[src/rtl/radiotap_header_check_core_assert.svh]
// ----------------------------------------------------------------------------
// Assertion macros for the radiotap header check core
// Concurrent assertions with a common clock and active-low reset, defined
// empty when ASSERT_OFF is set.
// ----------------------------------------------------------------------------
`ifndef RADIOTAP_HEADER_CHECK_CORE_ASSERT_SVH
`define RADIOTAP_HEADER_CHECK_CORE_ASSERT_SVH

`ifndef ASSERT_OFF

// property holds at every edge outside reset
`define RTHC_ASSERT(name, clk, rst_n, prop) \
  name: assert property (@(posedge clk) disable iff (!rst_n) (prop)) \
    else $error("rthc assertion failed");

// consequent holds in the cycle after the antecedent
`define RTHC_ASSERT_NEXT(name, clk, rst_n, ante, cons) \
  name: assert property (@(posedge clk) disable iff (!rst_n) (ante) |=> (cons)) \
    else $error("rthc assertion failed");

`else

`define RTHC_ASSERT(name, clk, rst_n, prop)
`define RTHC_ASSERT_NEXT(name, clk, rst_n, ante, cons)

`endif

`endif

[src/rtl/rthc_pkg.sv]
// ----------------------------------------------------------------------------
// rthc_pkg
// Types, constants and the field size table shared by the header check core.
// ----------------------------------------------------------------------------
`default_nettype none

package rthc_pkg;

  // bitmap bits that carry a size entry
  localparam int unsigned ELEMENT_COUNT = 18;
  // version, pad, length and present bitmap
  localparam int unsigned FIXED_HDR_BYTES = 8;
  // largest possible total of field bytes (sum of the table)
  localparam int unsigned FIELD_BYTES_MAX = 34;
  localparam int unsigned FB_W = 7;

  // byte offsets within the fixed header
  localparam logic [15:0] OFS_VERSION = 16'd0;
  localparam logic [15:0] OFS_LEN_LO  = 16'd2;
  localparam logic [15:0] OFS_LEN_HI  = 16'd3;
  localparam logic [15:0] OFS_PRESENT = 16'd4;
  localparam logic [15:0] IDX_MAX     = 16'hFFFF;

  // field size in bytes per bitmap bit
  localparam logic [3:0] FIELD_SIZE [0:31] = '{
    4'd8, 4'd1, 4'd1, 4'd4, 4'd2, 4'd1, 4'd1, 4'd2,
    4'd2, 4'd2, 4'd1, 4'd1, 4'd1, 4'd1, 4'd2, 4'd2,
    4'd1, 4'd1, 4'd0, 4'd0, 4'd0, 4'd0, 4'd0, 4'd0,
    4'd0, 4'd0, 4'd0, 4'd0, 4'd0, 4'd0, 4'd0, 4'd0
  };

  // header values of one finished frame, handed to the check stage
  typedef struct packed {
    logic            enable;
    logic [7:0]      version;
    logic [15:0]     hdr_len;
    logic [FB_W-1:0] field_bytes;
    logic [15:0]     frame_len;
    logic            rate_bit;
    logic [7:0]      rate;
  } snap_t;

  // size of one bitmap bit, zero past the table
  function automatic logic [3:0] field_size(input logic [4:0] bit_idx);
    logic [3:0] sz;
    sz = (int'(bit_idx) < int'(ELEMENT_COUNT)) ? FIELD_SIZE[bit_idx] : 4'd0;
    return sz;
  endfunction

  // field bytes contributed by one byte of the present bitmap
  function automatic logic [FB_W-1:0] byte_field_bytes(input logic [7:0] bits,
                                                       input logic [1:0] byte_sel);
    logic [FB_W-1:0] sum;
    logic [4:0]      bit_idx;
    sum = '0;
    for (int j = 0; j < 8; j++) begin
      bit_idx = {byte_sel, 3'(j)};
      if (bits[j]) begin
        sum = sum + FB_W'(field_size(bit_idx));
      end
    end
    return sum;
  endfunction

  // offset of the rate byte: after TSFT and flags when present
  function automatic logic [4:0] rate_offset(input logic [1:0] low_bits);
    logic [4:0] ofs;
    ofs = 5'(FIXED_HDR_BYTES);
    if (low_bits[0]) ofs = ofs + 5'(FIELD_SIZE[0]);
    if (low_bits[1]) ofs = ofs + 5'(FIELD_SIZE[1]);
    return ofs;
  endfunction

endpackage

`default_nettype wire

[src/rtl/rthc_frame_track.sv]
// ----------------------------------------------------------------------------
// rthc_frame_track
// Per-byte header capture: byte counter, version, length, bitmap, running
// field byte total and rate byte. Hands a snapshot to the check stage on the
// last byte of a frame and clears for the next one.
// ----------------------------------------------------------------------------
`default_nettype none
`include "radiotap_header_check_core_assert.svh"

module rthc_frame_track (
  input  wire logic           clk_i,
  input  wire logic           rst_ni,
  input  wire logic           enable_i,
  input  wire logic           byte_valid_i,
  output logic                byte_ready_o,
  input  wire logic [7:0]     byte_i,
  input  wire logic           last_i,
  output logic                snap_valid_o,
  input  wire logic           snap_ready_i,
  output rthc_pkg::snap_t     snap_o
);
  import rthc_pkg::*;

  logic [15:0]     idx_q, idx_d, idx_inc;
  logic [7:0]      ver_q, ver_d;
  logic [15:0]     len_q, len_d;
  logic [31:0]     pres_q, pres_d;
  logic [FB_W-1:0] fb_q, fb_d;
  logic [7:0]      rate_q, rate_d;
  logic            snap_valid_q, snap_valid_d;
  snap_t           snap_q, snap_d;
  logic            acc;
  logic            in_bitmap;

  assign byte_ready_o = !snap_valid_q || snap_ready_i;
  assign acc          = byte_valid_i && byte_ready_o;
  assign in_bitmap    = (idx_q >= OFS_PRESENT) && (idx_q < 16'(FIXED_HDR_BYTES));
  assign idx_inc      = (idx_q == IDX_MAX) ? idx_q : idx_q + 16'd1;

  // header fields updated by the current byte
  always_comb begin
    ver_d  = ver_q;
    len_d  = len_q;
    pres_d = pres_q;
    fb_d   = fb_q;
    rate_d = rate_q;
    if (idx_q == OFS_VERSION) begin
      ver_d = byte_i;
    end else if (idx_q == OFS_LEN_LO) begin
      len_d[7:0] = byte_i;
    end else if (idx_q == OFS_LEN_HI) begin
      len_d[15:8] = byte_i;
    end else if (in_bitmap) begin
      case (idx_q[1:0])
        2'd0:    pres_d[7:0]   = byte_i;
        2'd1:    pres_d[15:8]  = byte_i;
        2'd2:    pres_d[23:16] = byte_i;
        default: pres_d[31:24] = byte_i;
      endcase
      // each bitmap byte arrives once per frame, so the total accumulates
      fb_d = fb_q + byte_field_bytes(byte_i, idx_q[1:0]);
    end else if (idx_q >= 16'(FIXED_HDR_BYTES) &&
                 idx_q == 16'(rate_offset(pres_q[1:0]))) begin
      rate_d = byte_i;
    end
  end

  // snapshot of the finished frame
  always_comb begin
    snap_d.enable      = enable_i;
    snap_d.version     = ver_d;
    snap_d.hdr_len     = len_d;
    snap_d.field_bytes = fb_d;
    snap_d.frame_len   = idx_inc;
    snap_d.rate_bit    = pres_d[2];
    snap_d.rate        = rate_d;
  end

  always_comb begin
    snap_valid_d = snap_valid_q;
    if (acc && last_i) begin
      snap_valid_d = 1'b1;
    end else if (snap_ready_i) begin
      snap_valid_d = 1'b0;
    end
  end

  // frame state: advance on each byte, clear after the last one
  always_ff @(posedge clk_i or negedge rst_ni) begin
    if (!rst_ni) begin
      idx_q  <= '0;
      ver_q  <= '0;
      len_q  <= '0;
      pres_q <= '0;
      fb_q   <= '0;
      rate_q <= '0;
    end else if (acc) begin
      if (last_i) begin
        idx_q  <= '0;
        ver_q  <= '0;
        len_q  <= '0;
        pres_q <= '0;
        fb_q   <= '0;
        rate_q <= '0;
      end else begin
        idx_q  <= idx_inc;
        ver_q  <= ver_d;
        len_q  <= len_d;
        pres_q <= pres_d;
        fb_q   <= fb_d;
        rate_q <= rate_d;
      end
    end
  end

  always_ff @(posedge clk_i or negedge rst_ni) begin
    if (!rst_ni) begin
      snap_valid_q <= 1'b0;
    end else begin
      snap_valid_q <= snap_valid_d;
    end
  end

  always_ff @(posedge clk_i) begin
    if (acc && last_i) begin
      snap_q <= snap_d;
    end
  end

  assign snap_valid_o = snap_valid_q;
  assign snap_o       = snap_q;

  `RTHC_ASSERT_NEXT(a_last_gives_snap, clk_i, rst_ni, acc && last_i, snap_valid_q)
  `RTHC_ASSERT_NEXT(a_last_clears_idx, clk_i, rst_ni, acc && last_i, idx_q == '0)
  `RTHC_ASSERT(a_fb_bound, clk_i, rst_ni, fb_q <= FB_W'(FIELD_BYTES_MAX))

endmodule

`default_nettype wire

[src/rtl/rthc_check.sv]
// ----------------------------------------------------------------------------
// rthc_check
// Validity checks on a frame snapshot and the registered result.
// ----------------------------------------------------------------------------
`default_nettype none
`include "radiotap_header_check_core_assert.svh"

module rthc_check (
  input  wire logic           clk_i,
  input  wire logic           rst_ni,
  input  wire logic           snap_valid_i,
  output logic                snap_ready_o,
  input  wire rthc_pkg::snap_t snap_i,
  output logic                res_valid_o,
  input  wire logic           res_ready_i,
  output logic                header_ok_o,
  output logic                rate_found_o,
  output logic [7:0]          rate_value_o,
  output logic [15:0]         strip_length_o
);
  import rthc_pkg::*;

  logic        valid_q, valid_d;
  logic        ok_q, ok_d;
  logic        rate_ok_q, rate_ok_d;
  logic [7:0]  rate_q, rate_d;
  logic [15:0] strip_q, strip_d;
  logic [16:0] min_len;
  logic        load;

  assign snap_ready_o = !valid_q || res_ready_i;
  assign load         = snap_valid_i && snap_ready_o;

  // enable, version and length checks
  assign min_len = 17'(FIXED_HDR_BYTES) + 17'(snap_i.field_bytes);
  always_comb begin
    ok_d = snap_i.enable
        && (snap_i.frame_len >= 16'(FIXED_HDR_BYTES))
        && (snap_i.version == 8'd0)
        && ({1'b0, snap_i.hdr_len} >= min_len)
        && (snap_i.hdr_len <= snap_i.frame_len);
    rate_ok_d = ok_d && snap_i.rate_bit;
    rate_d    = rate_ok_d ? snap_i.rate : 8'd0;
    strip_d   = ok_d ? snap_i.hdr_len : 16'd0;
  end

  always_comb begin
    valid_d = valid_q;
    if (load) begin
      valid_d = 1'b1;
    end else if (res_ready_i) begin
      valid_d = 1'b0;
    end
  end

  always_ff @(posedge clk_i or negedge rst_ni) begin
    if (!rst_ni) begin
      valid_q <= 1'b0;
    end else begin
      valid_q <= valid_d;
    end
  end

  // result register
  always_ff @(posedge clk_i) begin
    if (load) begin
      ok_q      <= ok_d;
      rate_ok_q <= rate_ok_d;
      rate_q    <= rate_d;
      strip_q   <= strip_d;
    end
  end

  assign res_valid_o    = valid_q;
  assign header_ok_o    = ok_q;
  assign rate_found_o   = rate_ok_q;
  assign rate_value_o   = rate_q;
  assign strip_length_o = strip_q;

  `RTHC_ASSERT(a_rate_needs_ok, clk_i, rst_ni, !valid_q || ok_q || !rate_ok_q)
  `RTHC_ASSERT(a_bad_no_strip, clk_i, rst_ni, !valid_q || ok_q || strip_q == 16'd0)
  `RTHC_ASSERT(a_ok_min_strip, clk_i, rst_ni,
    !valid_q || !ok_q || strip_q >= 16'(FIXED_HDR_BYTES))

endmodule

`default_nettype wire

[src/rtl/radiotap_header_check_core.sv]
// ----------------------------------------------------------------------------
// radiotap_header_check_core
// Checks the radiotap header at the front of a transmit frame, captures the
// rate byte and reports the number of header bytes to strip.
//
//   channel   dir  sync          contents
//   s_axis    in   tvalid/tready tdata[7:0] frame byte, tlast end of frame
//   m_axis    out  tvalid/tready one result per frame
//   cfg       in   valid/ready   radiotap enable bit
//
// One byte is taken per cycle unless s_axis is stalled; the byte counter
// and capture registers update in the transfer cycle. After the last byte of
// a frame the snapshot register loads, then the check result register.
// Back-pressure on m_axis stalls s_axis only once both the result register
// and the snapshot register are full. Reset clears all control state and
// the enable bit; no clearing pass is needed. cfg_ready_o is always high.
// ----------------------------------------------------------------------------
`default_nettype none

module radiotap_header_check_core (
  input  wire logic        clk_i,
  input  wire logic        rst_ni,
  input  wire logic        cfg_valid_i,
  output logic             cfg_ready_o,
  input  wire logic        cfg_data_i,      // [0] radiotap_enable
  input  wire logic        s_axis_tvalid_i,
  output logic             s_axis_tready_o,
  input  wire logic [7:0]  s_axis_tdata_i,  // [7:0] data_byte
  input  wire logic        s_axis_tlast_i,
  output logic             m_axis_tvalid_o,
  input  wire logic        m_axis_tready_i,
  output logic [31:0]      m_axis_tdata_o   // [0] header_ok, [1] rate_found,
                                            // [9:2] rate_value,
                                            // [25:10] strip_length, [31:26] 0
);
  import rthc_pkg::*;

  logic        enable_q;
  logic        snap_valid;
  logic        snap_ready;
  snap_t       snap;
  logic        header_ok;
  logic        rate_found;
  logic [7:0]  rate_value;
  logic [15:0] strip_length;

  // enable register
  assign cfg_ready_o = 1'b1;
  always_ff @(posedge clk_i or negedge rst_ni) begin
    if (!rst_ni) begin
      enable_q <= 1'b0;
    end else if (cfg_valid_i) begin
      enable_q <= cfg_data_i;
    end
  end

  rthc_frame_track u_track (
    .clk_i        (clk_i),
    .rst_ni       (rst_ni),
    .enable_i     (enable_q),
    .byte_valid_i (s_axis_tvalid_i),
    .byte_ready_o (s_axis_tready_o),
    .byte_i       (s_axis_tdata_i),
    .last_i       (s_axis_tlast_i),
    .snap_valid_o (snap_valid),
    .snap_ready_i (snap_ready),
    .snap_o       (snap)
  );

  rthc_check u_check (
    .clk_i          (clk_i),
    .rst_ni         (rst_ni),
    .snap_valid_i   (snap_valid),
    .snap_ready_o   (snap_ready),
    .snap_i         (snap),
    .res_valid_o    (m_axis_tvalid_o),
    .res_ready_i    (m_axis_tready_i),
    .header_ok_o    (header_ok),
    .rate_found_o   (rate_found),
    .rate_value_o   (rate_value),
    .strip_length_o (strip_length)
  );

  // result packing, first field in the lowest bit
  assign m_axis_tdata_o = {6'd0, strip_length, rate_value, rate_found, header_ok};

endmodule

`default_nettype wire
[config.mk]
export PLATFORM = sky130hd
export DESIGN_NAME = radiotap_header_check_core
export DESIGN_NICKNAME = d
export VERILOG_FILES = /design/src/rtl/rthc_pkg.sv /design/src/rtl/rthc_frame_track.sv /design/src/rtl/rthc_check.sv /design/src/rtl/radiotap_header_check_core.sv
export VERILOG_INCLUDE_DIRS = /design/src /design/src/rtl
export SDC_FILE = /design/constraint.sdc
export NUM_CORES = 1
export LEC_CHECK = 0
export BUFFER_PORTS_ARGS = -buffer_cell sky130_fd_sc_hd__buf_2
export CAP_MARGIN = 20
export CORE_UTILIZATION = 60
export CTS_CLUSTER_DIAMETER = 30
export DETAILED_ROUTE_END_ITERATION = 10
export PLACE_DENSITY = 0.83
export REMOVE_ABC_BUFFERS = 1
export SLEW_MARGIN = 40
export SYNTH_ARGS = -nofsm -noshare
export SYNTH_HDL_FRONTEND = slang
export SYNTH_SLANG_ARGS = --single-unit
[constraint.sdc]
create_clock -name clk_i -period 11.7 [get_ports clk_i]
set_clock_uncertainty 0.1 [all_clocks]
set_input_delay 2.34 -clock clk_i [delete_from_list [all_inputs] [get_ports clk_i]]
set_output_delay 2.34 -clock clk_i [all_outputs]
set_load 0.1 [all_outputs]
==> results.md <==
- Die Wd: 118 um
- Detailed Route WL: between 15,000 and 20,000 um
- Post-CTS setup buffer count: 0
- First-pass DRT Iterations: 5
- Die footprint: 14,000 um2
- Maximum vdd drop: 0.100 mV
- First-pass GRT wire length: about 30,000 um
- Skew-Pair Late Insertion Delay: roughly 0.42 ns
- Crit path required time: roughly 12 ns
- Row Count: 42
- Leak: 3.90 nW
- Total I/O pin count: 50
- FF+latch area: ~4000 um2
- # clock sinks: 144
- Share of post-route cells with drive strength above 1: 0.143
- Fin. Hold Viols: 0
- Routability cong.: about 0.93
- Unrepaired setup endpoints after global routing: false
- Cts bufs inserted: 17
- Commonest non-fill, non-tap cells in the layout: nand2_1 (112), edfxtp_1 (83), dfrtp_1 (61), o21ai_0 (57), ha_1 (51)
- CTS tree: built
- Max Freq: 0.108 GHz
- Post-synth top flop: edfxtp_1
- Syn Area/Cell: approximately 11 um2
- WP data arrival: ~9.4 ns
- Via density: ~6.1
- Layout area overhead: 11.3%
- 1st-iter DRT viols: about 530
- Crit path buf inv count: 3
- Worst Setup Start Kind: input pin
- DPL Wire Length: between 10,000 and 15,000 um
- H-tree depth: 4
- Routed vias: roughly 6,000
- Nets: about 870
- Sum of negative setup slack: 0 ns
- Hold WS: approximately 0.35 ns
- Slowest-stage cell, CP: fa_1
- Slew Limit Fails: 0
- Max-Cap Viols: 0
- Commonest non-fill, non-tap cell in the layout: nand2_1
- Fillers: slightly below 1,000
- Core outline area: approximately 13,000 um2
- Worst Path Max Fanout: 15
- Worst path max stage delay: between 0.5 and 0.6 ns
- Footprint of the multi-input gates: ~3800 um2
- Worst setup startpoint: s_axis_tdata_i[0]
- HP Class: flip-flop to flip-flop
- Synth warn: 0
- Setup violators final: 0
- Post-Syn Instances: around 760
- Post-Syn Area: 8120 um2
- WL/cell: around 19 um
- Synth unique cells: 68
- Initial core utilization: 0.613
- Final period util: 0.794
- Post-CTS Hold Buffers: 0
- Chip height: 118 um
- Clock period minus worst slack: just over 9 ns
- Reg2reg start: u_track.idx_q[1]$_DFFE_PN0P_
- Sequential share of the synthesized area: 0.495
- Initial antenna violation count: 0
- Actual slew at the worst max-slew pin: 0.707 ns
- Hold path start: enable_q$_DFFE_PN0P_
- CTS clock-pin slew for the worst setup and hold paths: approximately 0.060 ns
- # port buffers: 42
- Clk buf depth: 2
- Largest net degree at the start of global routing: 62
- Crit. End Element: flip-flop
- Critical path class: input pin to flip-flop
- Tot GR Track Use: 0.277
- Root buffer cell: clkbuf_16
- Status: finished, final reports clean
- Number of global-route vias before repair: 6,063
- DRC violations left: 0
- Relative slew slack: 0.529
- Synth async-reset ratio: 0.424
- Post-route ant nets: 0
- Most common cell on crit path: ha_1
- Pwr/cell area: approximately 170 nW/um2
- Inserted Diodes: 0
- CP top delay family: adder cells
- Number of gates resized after CTS: 0
- GRT overflow: 0
- FF+latch count, synth: ~140
- Post-synth EDFFs: 83
## kinds of logic after synthesis
group / Yosys count / share of synthesized area
DFF: 144 / 0.495
xor gates and xnor gates: 36 / 0.0424
and+or+nand+nor: 275 / 0.171
muxes: 28 / 0.0390
buffers and inverters: 78 / 0.0427
AOI/OAI and AO/OA: 147 / 0.123
adders and majority gates: 54 / 0.0860
other: 2 / 0.000925
## metal layers
metal,GRT usage,up-vias,share of wire
met4,0.139,0,0.033
met5,0,-,0
li1,-,2781,-
met1,0.346,2949,0.40
met2,0.454,245,0.50
met3,0.0618,55,0.062
## worst paths after layout
path,to,slack (ns),depth (start not counted)
setup / recovery,u_track.snap_o[31]$_DFFE_PP_,2.41,33
hold / removal,u_track.snap_o[56]$_DFFE_PP_,0.35,0
setup reg to reg,u_track.snap_o[31]$_DFFE_PP_,3.32,35
hold reg to reg,u_track.snap_o[56]$_DFFE_PP_,0.35,0
max in group asynchronous,enable_q$_DFFE_PN0P_,9.21,2
min in group asynchronous,u_track.rate_q[2]$_DFFE_PN0P_,1.88,2
## per-stage QoR
step           std cells  total power [mW]   util  cell area, um2  worst slack (ns)
6_report             988              1.57  0.683            9040              2.41
5_1_grt              988              1.64  0.683            9040              2.09
4_1_cts              988              1.58  0.682            9030              2.45
3_5_place_dp         956              1.01  0.636            8420              2.06
3_3_place_gp         956             0.984  0.635            8410              2.44
2_1_floorplan        734             0.913      -            7950              2.90
## sequential cells by signal, indices dropped and copies added, names as in the netlist, 3 cells and up
name	cells
u_track.fb_q	7
u_track.rate_q	8
u_check.rate_value_o	8
u_track.len_q	16
u_track.snap_o	57
u_track.ver_q	8
u_track.pres_q	3
u_track.idx_q	16
u_check.strip_length_o	16
## power breakdown
group | switching [mW] | internal (mW) | total [mW] | leakage (nW)
clock network | 0.208 | 0.355 | 0.563 | 0.296
logic | 0.260 | 0.153 | 0.413 | 1.97
registers | 0.0209 | 0.576 | 0.597 | 1.64
## area by class of cell
| type | count | area share |
|---|---|---|
| clock buffers | 17 | 0.0471 |
| clock inverters | 15 | 0.0213 |
| flip-flops and latches | 144 | 0.445 |
| multi-input cells | 547 | 0.417 |
| inverters | 43 | 0.0181 |
| repair buffers | 46 | 0.0270 |
| well taps | 176 | 0.0244 |
## Yosys cell counts (all sizes together), types with 15 or more instances
master  instances  share of area
and2           24          0.018
edfxtp         83           0.31
dfrtp          61           0.19
buf            15          0.014
inv            43          0.020
o21ai          63          0.039
nand2         112          0.052
xnor2          25          0.028
a22o           27          0.029
nand3          21          0.014
nand2b         21          0.016
clkbuf         20         0.0092
ha             51          0.079
mux2           26          0.037
nor2           26          0.012
a21oi          17          0.010
Power figures use the tool's default switching activity.
